==> src/sv/csb_pkg.sv <==
// Package for the C source blanker with loop depth.
// Holds the request and result types, character codes and the lexer and
// keyword tables. No dependencies.
package csb_pkg;

    localparam int CHAR_W = 8;
    localparam int LOOP_W = 7;

    typedef struct packed {
        logic [CHAR_W-1:0] char_in;
        logic              last_char;
    } in_item_t;

    typedef struct packed {
        logic [CHAR_W-1:0] char_out;
        logic [LOOP_W-1:0] loop_depth;
        logic              end_of_text;
        logic              nest_overflow;
    } out_item_t;

    // Control from the sequencer to the lexer.
    typedef struct packed {
        logic step;
        logic clear;
        logic consumed;
        logic has_next;
    } lex_ctl_t;

    // Control from the sequencer to the depth tracker.
    typedef struct packed {
        logic step;
        logic clear;
    } depth_ctl_t;

    typedef enum logic [4:0] {
        MODE_CODE  = 5'b00001,
        MODE_BLOCK = 5'b00010,
        MODE_LINE  = 5'b00100,
        MODE_STR   = 5'b01000,
        MODE_CHR   = 5'b10000
    } lex_mode_t;

    typedef enum logic [2:0] {
        HDR_NONE  = 3'b001,
        HDR_COND  = 3'b010,
        HDR_AFTER = 3'b100
    } hdr_phase_t;

    typedef enum logic [2:0] {
        PH_RUN  = 3'b001,
        PH_TAIL = 3'b010,
        PH_END  = 3'b100
    } seq_phase_t;

    localparam logic [CHAR_W-1:0] CH_NL     = 8'h0A;
    localparam logic [CHAR_W-1:0] CH_SPACE  = 8'h20;
    localparam logic [CHAR_W-1:0] CH_NUL    = 8'h00;
    localparam logic [CHAR_W-1:0] CH_LBRACE = 8'h7B;
    localparam logic [CHAR_W-1:0] CH_RBRACE = 8'h7D;
    localparam logic [CHAR_W-1:0] CH_LPAREN = 8'h28;
    localparam logic [CHAR_W-1:0] CH_RPAREN = 8'h29;
    localparam logic [CHAR_W-1:0] CH_SLASH  = 8'h2F;
    localparam logic [CHAR_W-1:0] CH_STAR   = 8'h2A;
    localparam logic [CHAR_W-1:0] CH_BSLASH = 8'h5C;
    localparam logic [CHAR_W-1:0] CH_DQUOTE = 8'h22;
    localparam logic [CHAR_W-1:0] CH_SQUOTE = 8'h27;
    localparam logic [CHAR_W-1:0] CH_F      = 8'h66;
    localparam logic [CHAR_W-1:0] CH_W      = 8'h77;

    // Keyword matcher: progress codes for "for" and "while".
    localparam logic [2:0] KW_IDLE = 3'd0;
    localparam logic [2:0] KW_F    = 3'd1;
    localparam logic [2:0] KW_FO   = 3'd2;
    localparam logic [2:0] KW_W    = 3'd3;
    localparam logic [2:0] KW_WH   = 3'd4;
    localparam logic [2:0] KW_WHI  = 3'd5;
    localparam logic [2:0] KW_WHIL = 3'd6;
    localparam logic [2:0] KW_DONE = 3'd7;

    function automatic logic [CHAR_W-1:0] kw_want(input logic [2:0] k);
        logic [CHAR_W-1:0] c;
        case (k)
            KW_F:    c = 8'h6F; // o
            KW_FO:   c = 8'h72; // r
            KW_W:    c = 8'h68; // h
            KW_WH:   c = 8'h69; // i
            KW_WHI:  c = 8'h6C; // l
            KW_WHIL: c = 8'h65; // e
            default: c = CH_NUL;
        endcase
        return c;
    endfunction

    function automatic logic [2:0] kw_after(input logic [2:0] k);
        logic [2:0] n;
        case (k)
            KW_F:    n = KW_FO;
            KW_FO:   n = KW_DONE;
            KW_W:    n = KW_WH;
            KW_WH:   n = KW_WHI;
            KW_WHI:  n = KW_WHIL;
            KW_WHIL: n = KW_DONE;
            default: n = KW_IDLE;
        endcase
        return n;
    endfunction

    function automatic logic is_space(input logic [CHAR_W-1:0] c);
        return (c >= 8'h09 && c <= 8'h0D) || (c >= 8'h1C && c <= 8'h20);
    endfunction

    function automatic logic is_ident(input logic [CHAR_W-1:0] c);
        return (c >= 8'h30 && c <= 8'h39) || (c >= 8'h61 && c <= 8'h7A) ||
               (c >= 8'h41 && c <= 8'h5A) || c == 8'h5F;
    endfunction

endpackage

==> src/sv/csb_lexer.sv <==
// Five-mode lexer that blanks comments, literal contents and escapes.
// Holds the lexer mode register; uses csb_pkg.
module csb_lexer
(
    input  logic                        clk,
    input  logic                        rst_n,
    input  csb_pkg::lex_ctl_t           ctl,
    input  logic [csb_pkg::CHAR_W-1:0]  cur,
    input  logic [csb_pkg::CHAR_W-1:0]  nxt,
    output logic [csb_pkg::CHAR_W-1:0]  blanked,
    output logic                        eat
);

    csb_pkg::lex_mode_t mode_reg;
    csb_pkg::lex_mode_t mode_next;
    csb_pkg::lex_mode_t mode_calc;

    always_comb
    begin
        blanked   = cur;
        eat       = 1'b0;
        mode_calc = mode_reg;
        if (ctl.consumed)
        begin
            blanked = csb_pkg::CH_SPACE;
        end
        else if (cur == csb_pkg::CH_NL)
        begin
            if (mode_reg == csb_pkg::MODE_LINE)
            begin
                mode_calc = csb_pkg::MODE_CODE;
            end
        end
        else
        begin
            case (mode_reg)
                csb_pkg::MODE_CODE:
                begin
                    if (cur == csb_pkg::CH_SLASH && ctl.has_next &&
                        (nxt == csb_pkg::CH_STAR || nxt == csb_pkg::CH_SLASH))
                    begin
                        mode_calc = (nxt == csb_pkg::CH_STAR) ? csb_pkg::MODE_BLOCK
                                                              : csb_pkg::MODE_LINE;
                        eat       = 1'b1;
                        blanked   = csb_pkg::CH_SPACE;
                    end
                    else if (cur == csb_pkg::CH_DQUOTE)
                    begin
                        mode_calc = csb_pkg::MODE_STR;
                    end
                    else if (cur == csb_pkg::CH_SQUOTE)
                    begin
                        mode_calc = csb_pkg::MODE_CHR;
                    end
                end
                csb_pkg::MODE_BLOCK:
                begin
                    blanked = csb_pkg::CH_SPACE;
                    if (cur == csb_pkg::CH_STAR && ctl.has_next && nxt == csb_pkg::CH_SLASH)
                    begin
                        mode_calc = csb_pkg::MODE_CODE;
                        eat       = 1'b1;
                    end
                end
                csb_pkg::MODE_LINE:
                begin
                    blanked = csb_pkg::CH_SPACE;
                end
                csb_pkg::MODE_STR, csb_pkg::MODE_CHR:
                begin
                    blanked = csb_pkg::CH_SPACE;
                    if (cur == csb_pkg::CH_BSLASH)
                    begin
                        // An escape swallows the next byte unless it is a newline.
                        eat = ctl.has_next && (nxt != csb_pkg::CH_NL);
                    end
                    else if ((mode_reg == csb_pkg::MODE_STR && cur == csb_pkg::CH_DQUOTE) ||
                             (mode_reg == csb_pkg::MODE_CHR && cur == csb_pkg::CH_SQUOTE))
                    begin
                        mode_calc = csb_pkg::MODE_CODE;
                        blanked   = cur;
                    end
                end
                default:
                begin
                    mode_calc = csb_pkg::MODE_CODE;
                end
            endcase
        end
    end

    always_comb
    begin
        if (ctl.clear)
        begin
            mode_next = csb_pkg::MODE_CODE;
        end
        else if (ctl.step)
        begin
            mode_next = mode_calc;
        end
        else
        begin
            mode_next = mode_reg;
        end
    end

    always_ff @(posedge clk or negedge rst_n)
    begin
        if (!rst_n)
        begin
            mode_reg <= csb_pkg::MODE_CODE;
        end
        else
        begin
            mode_reg <= mode_next;
        end
    end

endmodule

==> src/sv/csb_depth.sv <==
// Loop depth tracker: keyword matcher, header parser, paren balance and
// brace-kind stack with its top held in registers. Uses csb_pkg.
module csb_depth
#(
    parameter int STACK_DEPTH = 64,
    parameter int PAREN_MAX   = 255
)
(
    input  logic                        clk,
    input  logic                        rst_n,
    input  csb_pkg::depth_ctl_t         ctl,
    input  logic [csb_pkg::CHAR_W-1:0]  blanked,
    output logic [csb_pkg::LOOP_W-1:0]  loop_depth,
    output logic [csb_pkg::LOOP_W-1:0]  final_depth,
    output logic                        overflow
);

    localparam int CW = $clog2(STACK_DEPTH + 1);
    localparam int AW = $clog2(STACK_DEPTH);
    localparam int DW = $clog2(STACK_DEPTH + 1);
    localparam int PW = $clog2(PAREN_MAX + 1);

    csb_pkg::hdr_phase_t hdr_reg, hdr_next;
    logic [2:0]          kw_reg, kw_next;
    logic [PW-1:0]       paren_reg, paren_next;
    logic [DW-1:0]       depth_reg, depth_next;
    logic                prev_ident_reg, prev_ident_next;
    logic                ovf_reg, ovf_next;
    logic [CW-1:0]       count_reg, count_next, count_calc;
    logic                top_kind_reg, top_kind_next;
    logic                below_reg;

    // Entries under the top of the stack.
    logic                kinds_mem [STACK_DEPTH];

    logic                plain;
    logic                push;
    logic                push_kind;
    logic                pop;
    logic                full;
    logic [DW-1:0]       depth_rep;
    logic                we;
    logic [AW-1:0]       waddr;
    logic [AW-1:0]       raddr;
    logic [CW-1:0]       raddr_full;

    assign full = (count_reg >= CW'(STACK_DEPTH));

    always_comb
    begin
        hdr_next        = hdr_reg;
        kw_next         = kw_reg;
        paren_next      = paren_reg;
        depth_next      = depth_reg;
        ovf_next        = ovf_reg;
        plain           = 1'b1;
        push            = 1'b0;
        push_kind       = 1'b0;
        pop             = 1'b0;
        depth_rep       = depth_reg;

        if (hdr_reg == csb_pkg::HDR_COND)
        begin
            if (blanked == csb_pkg::CH_LPAREN)
            begin
                if (paren_reg < PW'(PAREN_MAX))
                begin
                    paren_next = paren_reg + PW'(1);
                end
            end
            else if (blanked == csb_pkg::CH_RPAREN)
            begin
                if (paren_reg != '0)
                begin
                    paren_next = paren_reg - PW'(1);
                end
                if (paren_next == '0)
                begin
                    hdr_next = csb_pkg::HDR_AFTER;
                end
            end
            plain = 1'b0;
        end
        else if (hdr_reg == csb_pkg::HDR_AFTER)
        begin
            if (csb_pkg::is_space(blanked))
            begin
                plain = 1'b0;
            end
            else
            begin
                hdr_next = csb_pkg::HDR_NONE;
                if (blanked == csb_pkg::CH_LBRACE)
                begin
                    push      = 1'b1;
                    push_kind = 1'b1;
                    plain     = 1'b0;
                    if (!full)
                    begin
                        depth_next = depth_reg + DW'(1);
                    end
                    depth_rep = depth_next;
                end
            end
        end
        else if (kw_reg == csb_pkg::KW_DONE)
        begin
            if (csb_pkg::is_space(blanked))
            begin
                plain = 1'b0;
            end
            else if (blanked == csb_pkg::CH_LPAREN)
            begin
                kw_next    = csb_pkg::KW_IDLE;
                hdr_next   = csb_pkg::HDR_COND;
                paren_next = PW'(1);
                plain      = 1'b0;
            end
            else
            begin
                kw_next = csb_pkg::KW_IDLE;
            end
        end
        else if (kw_reg != csb_pkg::KW_IDLE)
        begin
            kw_next = (blanked == csb_pkg::kw_want(kw_reg)) ? csb_pkg::kw_after(kw_reg)
                                                            : csb_pkg::KW_IDLE;
        end

        if (plain)
        begin
            if (kw_next == csb_pkg::KW_IDLE && !prev_ident_reg)
            begin
                if (blanked == csb_pkg::CH_F)
                begin
                    kw_next = csb_pkg::KW_F;
                end
                else if (blanked == csb_pkg::CH_W)
                begin
                    kw_next = csb_pkg::KW_W;
                end
            end
            if (blanked == csb_pkg::CH_LBRACE)
            begin
                push = 1'b1;
            end
            else if (blanked == csb_pkg::CH_RBRACE && count_reg != '0)
            begin
                pop = 1'b1;
                if (top_kind_reg && depth_reg != '0)
                begin
                    depth_next = depth_reg - DW'(1);
                end
            end
        end

        if (push && full)
        begin
            ovf_next = 1'b1;
        end
        prev_ident_next = csb_pkg::is_ident(blanked);
    end

    // Stack pointer and top-of-stack updates.
    always_comb
    begin
        count_calc    = count_reg;
        top_kind_next = top_kind_reg;
        if (push && !full)
        begin
            count_calc    = count_reg + CW'(1);
            top_kind_next = push_kind;
        end
        else if (pop)
        begin
            count_calc    = count_reg - CW'(1);
            top_kind_next = below_reg;
        end

        if (ctl.clear)
        begin
            count_next = '0;
        end
        else if (ctl.step)
        begin
            count_next = count_calc;
        end
        else
        begin
            count_next = count_reg;
        end
    end

    // The old top moves into memory on a push; the entry under the new top
    // is always prefetched so that a pop can take it at once.
    assign we         = ctl.step && !ctl.clear && push && !full && (count_reg != '0);
    assign waddr      = AW'(count_reg - CW'(1));
    assign raddr_full = count_next - CW'(2);
    assign raddr      = raddr_full[AW-1:0];

    always_ff @(posedge clk)
    begin
        if (we)
        begin
            kinds_mem[waddr] <= top_kind_reg;
        end
        if (we && waddr == raddr)
        begin
            below_reg <= top_kind_reg;
        end
        else
        begin
            below_reg <= kinds_mem[raddr];
        end
    end

    always_ff @(posedge clk or negedge rst_n)
    begin
        if (!rst_n)
        begin
            hdr_reg        <= csb_pkg::HDR_NONE;
            kw_reg         <= csb_pkg::KW_IDLE;
            paren_reg      <= '0;
            depth_reg      <= '0;
            prev_ident_reg <= 1'b0;
            ovf_reg        <= 1'b0;
            count_reg      <= '0;
            top_kind_reg   <= 1'b0;
        end
        else
        begin
            count_reg <= count_next;
            if (ctl.clear)
            begin
                hdr_reg        <= csb_pkg::HDR_NONE;
                kw_reg         <= csb_pkg::KW_IDLE;
                paren_reg      <= '0;
                depth_reg      <= '0;
                prev_ident_reg <= 1'b0;
                top_kind_reg   <= 1'b0;
            end
            else if (ctl.step)
            begin
                hdr_reg        <= hdr_next;
                kw_reg         <= kw_next;
                paren_reg      <= paren_next;
                depth_reg      <= depth_next;
                prev_ident_reg <= prev_ident_next;
                ovf_reg        <= ovf_next;
                top_kind_reg   <= top_kind_next;
            end
        end
    end

    assign loop_depth  = csb_pkg::LOOP_W'(depth_rep);
    assign final_depth = csb_pkg::LOOP_W'(depth_reg);
    assign overflow    = ctl.step ? ovf_next : ovf_reg;

endmodule

==> src/sv/c_source_blank_and_loop_depth.sv <==
// C source blanker with loop nesting depth: top level sequencer and registers.
// Instantiates csb_lexer and csb_depth; uses csb_pkg.
//
// Takes one source byte per cycle while byte_stall is low and returns each
// byte, with comments and literal contents blanked to spaces, together with
// the loop nesting depth at that byte. Each result leaves one request late
// because the lexer looks one byte ahead, so the first byte of a text gives no
// result. A byte marked last_char produces its own result and then an end
// result carrying the final depth; meanwhile a following request waits in the
// input register. Otherwise the block sustains one request per cycle while
// res_stall is low, and a byte passes from the input register through the
// held byte register to the result register. The brace stack is STACK_DEPTH
// deep; nest_overflow stays set until reset.
module c_source_blank_and_loop_depth
#(
    parameter int STACK_DEPTH = 64,
    parameter int PAREN_MAX   = 255
)
(
    input  logic               clk,
    input  logic               rst_n,
    input  logic               byte_valid,
    output logic               byte_stall,
    input  csb_pkg::in_item_t  byte_item,
    output logic               res_valid,
    input  logic               res_stall,
    output csb_pkg::out_item_t res_item
);

    logic                        in_valid_reg;
    csb_pkg::in_item_t           in_item_reg;
    logic [csb_pkg::CHAR_W-1:0]  held_char_reg, held_char_next;
    logic                        held_valid_reg, held_valid_next;
    logic                        held_consumed_reg, held_consumed_next;
    csb_pkg::seq_phase_t         phase_reg, phase_next;
    logic                        res_valid_reg;
    csb_pkg::out_item_t          res_item_reg, res_item_next;

    csb_pkg::lex_ctl_t           lex_ctl;
    csb_pkg::depth_ctl_t         depth_ctl;
    logic [csb_pkg::CHAR_W-1:0]  blanked;
    logic                        eat;
    logic [csb_pkg::LOOP_W-1:0]  loop_depth;
    logic [csb_pkg::LOOP_W-1:0]  final_depth;
    logic                        overflow;

    logic out_free;
    logic produce;
    logic fire;
    logic in_take;
    logic accept;
    logic step;

    assign out_free = !res_valid_reg || !res_stall;

    always_comb
    begin
        produce = 1'b1;
        fire    = 1'b0;
        step    = 1'b0;
        case (phase_reg)
            csb_pkg::PH_RUN:
            begin
                produce = held_valid_reg;
                fire    = in_valid_reg && (!held_valid_reg || out_free);
                step    = fire && held_valid_reg;
            end
            csb_pkg::PH_TAIL:
            begin
                fire = out_free;
                step = fire;
            end
            csb_pkg::PH_END:
            begin
                fire = out_free;
            end
            default:
            begin
                produce = 1'b0;
            end
        endcase
    end

    assign in_take    = fire && (phase_reg == csb_pkg::PH_RUN);
    assign byte_stall = in_valid_reg && !in_take;
    assign accept     = byte_valid && !byte_stall;

    assign lex_ctl.step      = step;
    assign lex_ctl.clear     = fire && (phase_reg == csb_pkg::PH_END);
    assign lex_ctl.consumed  = held_consumed_reg;
    assign lex_ctl.has_next  = (phase_reg == csb_pkg::PH_RUN);
    assign depth_ctl.step    = step;
    assign depth_ctl.clear   = lex_ctl.clear;

    csb_lexer u_lexer
    (
        .clk     (clk),
        .rst_n   (rst_n),
        .ctl     (lex_ctl),
        .cur     (held_char_reg),
        .nxt     (in_item_reg.char_in),
        .blanked (blanked),
        .eat     (eat)
    );

    csb_depth
    #(
        .STACK_DEPTH (STACK_DEPTH),
        .PAREN_MAX   (PAREN_MAX)
    )
    u_depth
    (
        .clk         (clk),
        .rst_n       (rst_n),
        .ctl         (depth_ctl),
        .blanked     (blanked),
        .loop_depth  (loop_depth),
        .final_depth (final_depth),
        .overflow    (overflow)
    );

    always_comb
    begin
        held_char_next     = held_char_reg;
        held_valid_next    = held_valid_reg;
        held_consumed_next = held_consumed_reg;
        phase_next         = phase_reg;
        if (fire)
        begin
            case (phase_reg)
                csb_pkg::PH_RUN:
                begin
                    // The byte taken by an escape, comment opener or comment closer is
                    // held already blanked.
                    held_consumed_next = eat && held_valid_reg;
                    held_char_next     = held_consumed_next ? csb_pkg::CH_SPACE
                                                            : in_item_reg.char_in;
                    held_valid_next    = 1'b1;
                    if (in_item_reg.last_char)
                    begin
                        phase_next = csb_pkg::PH_TAIL;
                    end
                end
                csb_pkg::PH_TAIL:
                begin
                    phase_next = csb_pkg::PH_END;
                end
                csb_pkg::PH_END:
                begin
                    held_char_next     = csb_pkg::CH_NUL;
                    held_valid_next    = 1'b0;
                    held_consumed_next = 1'b0;
                    phase_next         = csb_pkg::PH_RUN;
                end
                default:
                begin
                    phase_next = csb_pkg::PH_RUN;
                end
            endcase
        end
    end

    always_comb
    begin
        res_item_next.nest_overflow = overflow;
        if (phase_reg == csb_pkg::PH_END)
        begin
            res_item_next.char_out    = csb_pkg::CH_NUL;
            res_item_next.loop_depth  = final_depth;
            res_item_next.end_of_text = 1'b1;
        end
        else
        begin
            res_item_next.char_out    = blanked;
            res_item_next.loop_depth  = loop_depth;
            res_item_next.end_of_text = 1'b0;
        end
    end

    always_ff @(posedge clk or negedge rst_n)
    begin
        if (!rst_n)
        begin
            in_valid_reg      <= 1'b0;
            held_char_reg     <= '0;
            held_valid_reg    <= 1'b0;
            held_consumed_reg <= 1'b0;
            phase_reg         <= csb_pkg::PH_RUN;
            res_valid_reg     <= 1'b0;
        end
        else
        begin
            if (accept)
            begin
                in_valid_reg <= 1'b1;
            end
            else if (in_take)
            begin
                in_valid_reg <= 1'b0;
            end
            held_char_reg     <= held_char_next;
            held_valid_reg    <= held_valid_next;
            held_consumed_reg <= held_consumed_next;
            phase_reg         <= phase_next;
            if (fire && produce)
            begin
                res_valid_reg <= 1'b1;
            end
            else if (!res_stall)
            begin
                res_valid_reg <= 1'b0;
            end
        end
    end

    always_ff @(posedge clk)
    begin
        if (accept)
        begin
            in_item_reg <= byte_item;
        end
        if (fire && produce)
        begin
            res_item_reg <= res_item_next;
        end
    end

    assign res_valid = res_valid_reg;
    assign res_item  = res_item_reg;

endmodule
==> config.mk <==
export PLATFORM = sky130hd
export DESIGN_NAME = c_source_blank_and_loop_depth
export DESIGN_NICKNAME = d
export VERILOG_FILES = /design/src/sv/csb_pkg.sv /design/src/sv/csb_lexer.sv /design/src/sv/csb_depth.sv /design/src/sv/c_source_blank_and_loop_depth.sv
export SDC_FILE = /design/constraint.sdc
export NUM_CORES = 1
export LEC_CHECK = 0
export ABC_AREA = 1
export ABC_CLOCK_PERIOD_IN_PS = 3180
export BUFFER_PORTS_ARGS = -buffer_cell sky130_fd_sc_hd__buf_2
export CORE_UTILIZATION = 35
export DETAILED_ROUTE_END_ITERATION = 8
export PLACE_DENSITY = 0.5
export SETUP_SLACK_MARGIN = 0.02
export SLEW_MARGIN = 20
export SYNTH_ARGS = -nofsm -noshare
export SYNTH_HDL_FRONTEND = slang
export SYNTH_SLANG_ARGS = --single-unit
export TNS_END_PERCENT = 1
==> constraint.sdc <==
create_clock -name clk -period 3.18 [get_ports clk]
set_clock_uncertainty 0.05 [all_clocks]
set_input_delay 0 -clock clk [delete_from_list [all_inputs] [get_ports clk]]
set_output_delay 0 -clock clk [all_outputs]
set_load 0.05 [all_outputs]
==> flow_summary.yaml <==
global_route:
  grt_pass1_wl_um: 37300
  track_usage: 0.200
  grt_antenna_before_repair: 0
  grt_pass1_vias: 7239
  grt_max_degree: 66
  overflow: 0
sta:
  setup_viol: 68
  post-route-period-util: 1.05
  fin_ws_ns: -0.159
  hold_viol: 0
  finalCriticalPeriod_ns: 3.34
  worst_pin_slew_ns: 0.837
  max_freq_mhz: 299
  finalSetupTns_ns: -5.63
  slew_headroom: 0.442
  slew_viol_final: 0
  rsz0062_at_grt: "yes"
routing:
  routedWlPerCell_um: 15.9
  num_vias: 7487
  viasPerCell: 5.09
  drtPass1Iterations: 5
  drtIter0Drc: 463
  drt_wl_total_um: 23400
  antenna_left: 0
  drc: 0
placement:
  place_hpwl_um: 16300
  place.gp.congestion: 0.890
  port_buffers: 31
logic_synthesis:
  synth_area_leaders: "edfxtp_1 (33%), dfrtp_1 (15%), nand2_1 (9.6%)"
  ys.flop_type: "edfxtp_1"
  synth_top_cell_by_area: "edfxtp_1"
  syn_area_per_cell_um2: 8.37
  ys_seq_elements: 147
  postSynthCellCount: 970
  seq_area_frac_synth: 0.506
  syn_area_um2: 8120
  synthesis.nets: 993
  yosys.cell_types.count: 51
  synth_top_area_share: 0.333
  yosys_warnings: 0
  synth_edf_count: 90
  yosysMostFrequentCell: "nand2_1"
  async_flop_share: 0.347
  synth_common_cells: "nand2_1 (207), nor2_1 (137), inv_1 (104)"
critical_path:
  path_class: "reg2reg"
  end_kind: "flip-flop"
  crit_top_cell: "nand2_2"
  cp_slowest_cell: "dfrtp_1"
  start_kind: "flip-flop"
  slowest_delay_ns: 0.37
  crit_required_ns: 3.45
  crit_path_max_fanout: 6
  arrival_ns: 3.61
floorplan:
  io_pins: 32
  die_x_um: 154
  placementRows: 55
  fp.dieH_um: 154
  start_util: 0.357
  core_um2: 22700
  dieArea_um2: 23800
layout:
  regArea_um2: 4100
  nets: 1197
  multi_input_area_um2: 4090
  syn2layout_area_growth_pct: 37.3
  drive_above_1_share: 0.335
  largest_reg_flops: 64
  num-fill-cells: 2125
  num_antenna_cells: 0
clock_tree:
  cts_inserted_buffers: 17
  clockRootBuffer: "clkbuf_16"
  cts_max_level: 4
  clock_tree.buffer_depth: 2
  cts_sinks: 147
  path_clk_slew_ns: 0.07
  cts_tree: "built"
  clk_latency_ns: 0.43
power_and_ir_drop:
  powerDensity_nw_per_um2: 367
  clock_power_share: 0.500
  irDropWorstVdd_uv: 312
  power.switching_mw: 0.895
  power.share.switching: 0.219
  p_int_mw: 3.19
  fin_total_pwr_mw: 4.09
  p_leak_nw: 4.82
  pwr-share-seq: 0.492
  pwr-share-comb: 0.008
hold_path:
  hold_path.class: "in2async"
outcome:
  status: "finished with violations"
  violations: "setup timing"
run:
  cap_violations: 0
-- layer usage --
layer	global-route usage	share of wire	wire length, um	vias to the layer above
met2	0.316	0.45	10600	193
met1	0.275	0.48	11200	3494
met4	0.0698	0.019	433	0
met3	0.0387	0.050	1160	30
li1	-	-	-	3770
met5	0	0	0	-
-- metrics by stage --
stage / utilization / hold slack [ns] / setup slack, ns / instance area [um2] / std cells
after floorplan: - / -0.346 / 0.0114 / 8160 / 970
after global placement: 0.424 / 0.100 / -0.283 / 9620 / 1398
after detailed placement: 0.424 / 0.0956 / -0.299 / 9620 / 1398
after CTS: 0.475 / 0.165 / -0.111 / 10800 / 1467
after global routing: 0.491 / 0.213 / -0.360 / 11100 / 1472
final: 0.491 / 0.155 / -0.159 / 11100 / 1472
-- path summary, 6_finish.rpt --
check	start	end	slack (ns)	depth (start not counted)
max in group asynchronous	rst_n	u_depth.hdr_reg[0]	2.08	3
min in group clk	byte_item[3]	in_item_reg[3]	0.22	2
worst max register to register	held_char_reg[3]	flip-flop	-0.16	27
worst min register to register	u_depth.ovf_reg	u_depth.ovf_reg	0.42	1
worst min-delay path	rst_n	phase_reg[1]	0.15	2
worst max-delay path	held_char_reg[3]	flip-flop	-0.16	27
-- kinds of logic after synthesis --
group,count (synthesis),synth area share
AND/OR/NAND/NOR,471,0.248
AO/OA/AOI/OAI,180,0.138
flip-flops,147,0.506
buffers and inverters,134,0.0626
XOR/XNOR,28,0.0302
adder cells (fa/ha/maj),10,0.0154
-- power by group through the flow --
| stage | sequential [mW] | combinational [mW] | clock (mW) |
|---|---|---|---|
| after global routing | 2.01 | 0.0374 | 2.15 |
| final | 2.01 | 0.0331 | 2.04 |
| after detailed placement | 2.05 | 0.0230 | 0 |
| after global placement | 2.05 | 0.0227 | 0 |
| after floorplan | 2.05 | 0.000359 | 0 |
| after CTS | 2.01 | 0.0342 | 2.09 |
-- what timing repair did --
action | CTS | global route
buffers inserted | 25 | 6
endpoints found under the setup margin | 90 | 110
hold endpoints to repair | 46 | 0
hold buffers | 12 | 0
gates cloned | 0 | 0
gates resized for setup | 91 | 101
pin swaps | 16 | 35
-- critical path: cells and delay by family, from the launching register on --
| family | cells | cell delay [ns] |
|---|---|---|
| AOI/OAI and AO/OA | 1 | 0.09 |
| and+or+nand+nor | 19 | 1.79 |
| buffers and inverters | 5 | 0.60 |
| adders and majority gates | 1 | 0.16 |
| DFF | 1 | 0.37 |
| xor gates and xnor gates | 1 | 0.18 |
-- placed cells by master (no fill, tap or decap), types with 6 or more instances in the layout --
cell,n
a21oi_1,42
o31ai_1,6
buf_6,14
dlygate4sd3_1,12
nor3_1,14
inv_2,8
buf_2,31
nand2_1,179
nor4_1,6
nor2_2,75
buf_4,153
clkbuf_16,17
nor2_1,47
o22ai_1,11
nand2_2,25
dfrtp_1,48
xor2_1,23
o21ai_0,52
o21ai_1,10
o32ai_1,7
nor2_4,15
a32o_1,7
edfxtp_1,90
nand3_2,7
nand4_1,28
nand2_4,7
dfxtp_1,6
inv_1,97
a221oi_1,8
nand3_1,50
ha_1,9
-- layout make-up --
| cell class | instances | area share |
|---|---|---|
| repair buffers | 211 | 0.144 |
| flip-flops and latches | 147 | 0.368 |
| clock buffers | 18 | 0.0385 |
| clock inverters | 14 | 0.0139 |
| multi-input cells | 689 | 0.367 |
| inverters | 108 | 0.0366 |
| well taps | 285 | 0.0320 |
Power figures use the tool's default switching activity.
